===== src/rtl/core/lcdn_pkg.sv =====
package lcdn_pkg;

  localparam int DISPLAY_CELLS = 16;
  localparam int CELL_W        = $clog2(DISPLAY_CELLS);

  // display windows: 0x80..0x87 -> cells 0..7, 0xC0..0xC7 -> cells 8..15
  localparam logic [4:0] ROW0_BASE = 5'b10000;
  localparam logic [4:0] ROW1_BASE = 5'b11000;

  typedef enum logic [1:0] {
    ACT_SET_RS  = 2'd0,
    ACT_SET_RW  = 2'd1,
    ACT_SET_EN  = 2'd2,
    ACT_NIBBLE  = 2'd3
  } action_t;

  typedef logic [DISPLAY_CELLS-1:0][7:0] cells_t;

  typedef struct packed {
    logic       reg_select;
    logic       read_not_write;
    logic [3:0] enable_level;
    logic [3:0] latched_nibble;
    logic [7:0] assembled_byte;
    logic       low_nibble_phase;
    logic [7:0] write_address;
  } lcd_state_t;

  // first member is the top bit: byte_complete lands at bit 0
  typedef struct packed {
    logic              pad;
    logic [7:0]        current_address;
    logic              redraw_request;
    logic [7:0]        display_char;
    logic [CELL_W-1:0] display_pos;
    logic              display_write;
    logic [7:0]        byte_value;
    logic              byte_complete;
  } result_t;

  typedef struct packed {
    logic              we;
    logic [CELL_W-1:0] idx;
    logic [7:0]        data;
  } cell_wr_t;

endpackage


===== src/rtl/core/lcdn_step.sv =====
module lcdn_step (
  input  lcdn_pkg::lcd_state_t cur,
  input  lcdn_pkg::cells_t     cells,
  input  lcdn_pkg::action_t    action,
  input  logic [3:0]           value,
  output lcdn_pkg::lcd_state_t nxt,
  output lcdn_pkg::cell_wr_t   cell_wr,
  output lcdn_pkg::result_t    res
);

  logic       hit;
  logic [7:0] new_byte;

  always_comb begin
    nxt      = cur;
    res      = '0;
    cell_wr  = '0;
    hit      = 1'b0;
    new_byte = cur.assembled_byte;
    case (action)
      lcdn_pkg::ACT_SET_RS: nxt.reg_select     = (value != 4'd0);
      lcdn_pkg::ACT_SET_RW: nxt.read_not_write = (value != 4'd0);
      lcdn_pkg::ACT_NIBBLE: nxt.latched_nibble = value;
      lcdn_pkg::ACT_SET_EN: begin
        if (value != cur.enable_level) begin
          nxt.enable_level = value;
          // any edge that does not land on level 1 takes the nibble
          if (value != 4'd1) begin
            nxt.low_nibble_phase = ~cur.low_nibble_phase;
            if (!cur.low_nibble_phase) begin
              new_byte = {cur.latched_nibble, cur.assembled_byte[3:0]};
            end else begin
              new_byte          = {cur.assembled_byte[7:4], cur.latched_nibble};
              res.byte_complete = 1'b1;
              if (!cur.reg_select && !cur.read_not_write) begin
                nxt.write_address = new_byte;
              end else if (!cur.read_not_write) begin
                hit = (cur.write_address[7:3] == lcdn_pkg::ROW0_BASE) ||
                      (cur.write_address[7:3] == lcdn_pkg::ROW1_BASE);
                cell_wr.idx  = {cur.write_address[6], cur.write_address[2:0]};
                cell_wr.data = new_byte;
                cell_wr.we   = hit;
                if (hit) begin
                  res.display_write  = 1'b1;
                  res.display_pos    = cell_wr.idx;
                  res.display_char   = new_byte;
                  res.redraw_request = (cells[cell_wr.idx] != new_byte);
                end
                nxt.write_address = cur.write_address + 8'd1;
              end
            end
          end
        end
      end
      default: nxt = cur;
    endcase
    nxt.assembled_byte  = new_byte;
    res.byte_value      = new_byte;
    res.current_address = nxt.write_address;
  end

endmodule


===== src/rtl/core/lcd_nibble_interface_controller_core.sv =====
// Pin-event decoder for a character LCD on a 4-bit bus.
// An accepted input beat waits in the input register until the result stage
// can take it; the state update then feeds the result register. Throughput:
// one beat per cycle unless the output stalls; state is read and written in
// one stage. Reset (rst_n low, synchronous) clears pins, nibble phase,
// address and all 16 display cells to zero and empties both pipeline registers.
module lcd_nibble_interface_controller_core (
  input  logic        clk,
  input  logic        rst_n,
  input  logic        in_tvalid,
  output logic        in_tready,
  input  logic [7:0]  in_tdata,   // [1:0] action, [5:2] value, [7:6] zero
  output logic        out_tvalid,
  input  logic        out_tready,
  output logic [31:0] out_tdata   // [0] byte_complete, [8:1] byte_value,
                                  // [9] display_write, [13:10] display_pos,
                                  // [21:14] display_char, [22] redraw_request,
                                  // [30:23] current_address, [31] zero
);

  logic                 in_valid_r;
  lcdn_pkg::action_t    action_r;
  logic [3:0]           value_r;
  logic                 out_valid_r;
  lcdn_pkg::result_t    res_r;
  lcdn_pkg::result_t    res_nxt;
  lcdn_pkg::lcd_state_t state_r;
  lcdn_pkg::lcd_state_t state_nxt;
  lcdn_pkg::cells_t     cells_r;
  lcdn_pkg::cell_wr_t   cell_wr;
  logic                 advance;

  assign advance    = in_valid_r && (!out_valid_r || out_tready);
  assign in_tready  = !in_valid_r || advance;
  assign out_tvalid = out_valid_r;
  assign out_tdata  = res_r;

  lcdn_step u_step (
    .cur     (state_r),
    .cells   (cells_r),
    .action  (action_r),
    .value   (value_r),
    .nxt     (state_nxt),
    .cell_wr (cell_wr),
    .res     (res_nxt)
  );

  always_ff @(posedge clk) begin
    if (!rst_n) begin
      in_valid_r <= 1'b0;
    end else if (in_tready) begin
      in_valid_r <= in_tvalid;
    end
  end

  // hold the input beat until the result stage can take it
  always_ff @(posedge clk) begin
    if (in_tready && in_tvalid) begin
      action_r <= lcdn_pkg::action_t'(in_tdata[1:0]);
      value_r  <= in_tdata[5:2];
    end
  end

  always_ff @(posedge clk) begin
    if (!rst_n) begin
      out_valid_r <= 1'b0;
      state_r     <= '0;
      cells_r     <= '0;
    end else begin
      if (advance) begin
        out_valid_r <= 1'b1;
        state_r     <= state_nxt;
        if (cell_wr.we) begin
          cells_r[cell_wr.idx] <= cell_wr.data;
        end
      end else if (out_tready) begin
        out_valid_r <= 1'b0;
      end
    end
  end

  always_ff @(posedge clk) begin
    if (advance) begin
      res_r <= res_nxt;
    end
  end

  a_write_needs_byte: assert property (@(posedge clk) disable iff (!rst_n)
    out_valid_r && res_r.display_write |-> res_r.byte_complete)
    else $error("display write without a completed byte");

  a_redraw_needs_write: assert property (@(posedge clk) disable iff (!rst_n)
    out_valid_r && res_r.redraw_request |-> res_r.display_write)
    else $error("redraw flagged without a display write");

  a_hold_stalled_beat: assert property (@(posedge clk) disable iff (!rst_n)
    in_valid_r && !advance |=> in_valid_r && $stable(value_r) && $stable(action_r))
    else $error("stalled input beat was lost");

  a_state_only_on_advance: assert property (@(posedge clk) disable iff (!rst_n)
    !advance |=> $stable(state_r) && $stable(cells_r))
    else $error("state changed without a processed beat");

endmodule


===== config.mk =====
export PLATFORM = sky130hd
export DESIGN_NAME = lcd_nibble_interface_controller_core
export DESIGN_NICKNAME = d
export VERILOG_FILES = /design/src/rtl/core/lcdn_pkg.sv /design/src/rtl/core/lcdn_step.sv /design/src/rtl/core/lcd_nibble_interface_controller_core.sv
export SDC_FILE = /design/constraint.sdc
export NUM_CORES = 1
export LEC_CHECK = 0
export ABC_CLOCK_PERIOD_IN_PS = 3910
export BUFFER_PORTS_ARGS = -buffer_cell sky130_fd_sc_hd__buf_2
export CAP_MARGIN = 25
export CORE_UTILIZATION = 45
export DETAILED_ROUTE_END_ITERATION = 12
export GPL_TIMING_DRIVEN = 1
export PLACE_DENSITY = 0.74
export SETUP_SLACK_MARGIN = 0.1
export SLEW_MARGIN = 20
export SYNTH_ARGS = -nofsm -noshare
export SYNTH_HDL_FRONTEND = slang
export SYNTH_SLANG_ARGS = --single-unit

===== constraint.sdc =====
create_clock -name clk -period 3.91 [get_ports clk]
set_input_delay 0.9775 -clock clk [delete_from_list [all_inputs] [get_ports clk]]
set_output_delay 0.9775 -clock clk [all_outputs]
set_load 0.01 [all_outputs]

==> key figures <==
Status
  • Result of the run: completed

Detailed routing
  • WL/cell: 17.5 um
  • Vias after detailed routing: 6242
  • Remaining DRCs: 0
  • DR iter-0 viols: 445
  • Final ANT Viol Nets: 0
  • Final Routed Wirelength: 19700 um
  • Pre-antenna DRT Iters: 5
  • Routed vias/inst: 5.52

Layout
  • # nets final: 871
  • Ant. Diodes: 0
  • Core Util, Final: 0.512
  • Fraction of layout instances using a drive strength above 1: 0.175
  • Most frequent cells in the layout: dfxtp_1, mux2i_1, nand2_1
  • Post-route design area: 9700 um^2
  • Area delta synth->final: 10.2%
  • Commonest non-fill, non-tap cell in the layout: dfxtp_1
  • Fill cell count: 1681
  • Final Non-Filler Cells: 1130

Synthesis
  • Mapped Cells: 856
  • Post-synth EDFFs: 37
  • Synth Area per Inst: 10.3 um^2
  • Yosys Warn Count: 0
  • Ys async rst share: 0
  • Syn Nets: 870
  • Count of state elements after synthesis: 194
  • Post-Syn Area: 8800 um^2
  • Post-synth top flop: dfxtp_1
  • Number of library cell types mapped by synthesis: 64
  • Sequential cell area fraction in the yosys report: 0.483

Place
  • Pre-CTS setup slack: 0.855 ns
  • PortBufs: 42
  • Inst Count DP: 1098
  • Gpl congestion: 0.849
  • Detailed Place HPWL: 12600 um
  • Area after DPL: 9130 um^2

Clocking
  • Worst skew pair latency: 0.44 ns
  • Post-cts sizing count: 0
  • CTS tree: done
  • Setup bufs post-CTS: 0
  • Hold Buf Count CTS: 0
  • CTS Buf Count: 17
  • Worst-path clk slew: 0.08 ns
  • Cell chosen for the clock root: clkbuf_16
  • Clock sinks: 194
  • CTS max path bufs: 2
  • # H-tree levels: 4

Pwr
  • Tot Pwr: 3.94 mW
  • Static leakage: 3.16 nW
  • Max VDD drop: 0.000301 V
  • Pwr Density: 406 nW/um^2

Floorplan
  • Initial Util: 0.464
  • I/O pins: 46
  • CORE AREA: 19000 um^2
  • Die height: 142 um
  • Site Rows: 50
  • Die Area: 20100 um^2
  • Chip Width: 142 um

STA
  • Final setup viols: 0
  • Rel. slew slack: 0.349
  • Slew Limit Fails: 0
  • Clk_skew: 0.0148 ns
  • Hold slack: 0.457 ns
  • Fin crit share: 0.802
  • Unrepaired setup endpoints after global routing: false
  • Highest Clock Rate: 319 MHz
  • Setup TNS: 0 ns
  • Fin crit period: 3.14 ns
  • Final hold viol count: 0
  • Setup ws final: 0.773 ns
  • Transition time of the tightest slew-check pin: 0.970 ns

Setup path
  • Kind of critical path: flip-flop to flip-flop
  • Worst path slowest cell: dfxtp_2
  • CP Capture Type: flip-flop
  • WP buf/inv: 1
  • CP Max Fanout: 21
  • Critical Path AT: 3.32 ns
  • Reg2Reg Setup Slack: 0.77 ns
  • CP max stage delay: 0.81 ns
  • CP Launch Type: flip-flop
  • Delay-heaviest family, CP: compound AO/OA/AOI/OAI gates
  • Worst-path cell chain: buf_4 > mux2i_1 > a221oi_1 > xnor2_1 > a41oi_1 > o41a_1
  • WP data required: 4.09 ns

Global route
  • Initial antenna violation count: 0
  • Vias in the first global route: 5932
  • Pin count of the biggest net entering global routing: 69
  • First-pass GRT wire length: 31900 um
  • GRT Total Usage: 0.208
  • Congestion Overflow GR: 0

Run
  • Max-Cap Viols: 0

Min path
  • Path type of the worst min-delay path: flip-flop to flip-flop
-- final timing paths --
path / start / end / depth (start not counted)
hold reg to reg: cells_r[95] / cells_r[95] / 2
setup / recovery: state_r[0] / out_tdata[22] / 6
setup reg to reg: state_r[0] / out_tdata[22] / 6
hold / removal: cells_r[95] / cells_r[95] / 2
-- cell type report --
class,count,area [um^2],share of cell area
multi-input cells,579,4190,0.432
well taps,260,325,0.0335
clock buffers,17,425,0.0438
flip-flops and latches,194,4260,0.439
inverters,7,26.3,0.00271
repair buffers,58,333,0.0343
clock inverters,15,146,0.0151
-- sequential cells by signal (all words and copies together), names as in the netlist --
name / cells
action_r: 2
cells_r: 128
in_valid_r: 1
out_tdata: 31
out_tvalid: 1
state_r: 27
value_r: 4
-- synthesized netlist by cell type, types with 4 or more instances --
cell type	count	area, um^2
a21boi_0	9	67.6
a21oi_1	10	50.1
a22oi_1	4	30.0
and2_1	13	81.3
and3_1	4	25.0
buf_1	8	30.0
buf_2	20	100
clkbuf_1	42	158
dfxtp_1	157	3140
edfxtp_1	37	1110
inv_1	6	22.5
mux2_2	15	169
mux2i_1	107	1070
mux4_2	18	405
nand2_1	103	387
nand2b_1	7	43.8
nand3_1	71	355
nand3_2	6	60.1
nor2_1	19	71.3
nor2_4	7	78.8
nor2b_1	18	113
nor3_1	5	25.0
nor3b_1	4	30.0
o21ai_0	36	180
o21ai_1	31	155
o21ai_2	6	52.6
or4_1	7	52.6
xnor2_1	16	140
xor2_1	9	78.8
-- metal layers --
layer  track usage  routed length [um]
met1         0.270                9080
met2         0.332                9140
met3        0.0520                1090
met4        0.0843                 426
met5             0                   0
-- power breakdown --
group | switching, mW | leakage (nW) | total (mW) | internal [mW]
Sequential | 0.0268 | 1.63 | 2.09 | 2.06
Clock | 0.810 | 0.275 | 1.71 | 0.897
Combinational | 0.0908 | 1.25 | 0.145 | 0.0544
Total | 0.927 | 3.16 | 3.94 | 3.01
-- worst register-to-register path: cells and delay by family, from the launching register on --
family	cells	cell delay, ns
compound gates	3	1.30
flops	1	0.81
buf+inv	1	0.43
xor+xnor	1	0.19
mux	1	0.14
-- cell families (layout without fill, tap and decap cells) --
family,count (synthesis),count (layout),share of synthesized area
muxes,140,140,0.187
xor gates and xnor gates,25,25,0.0249
DFF,194,194,0.483
AOI/OAI and AO/OA,133,133,0.0965
other,1,1,0.000426
buffers and inverters,83,97,0.0415
adders and majority gates,2,2,0.00284
and+or+nand+nor,278,278,0.164
Note: power is estimated with default switching activity, not from simulation.
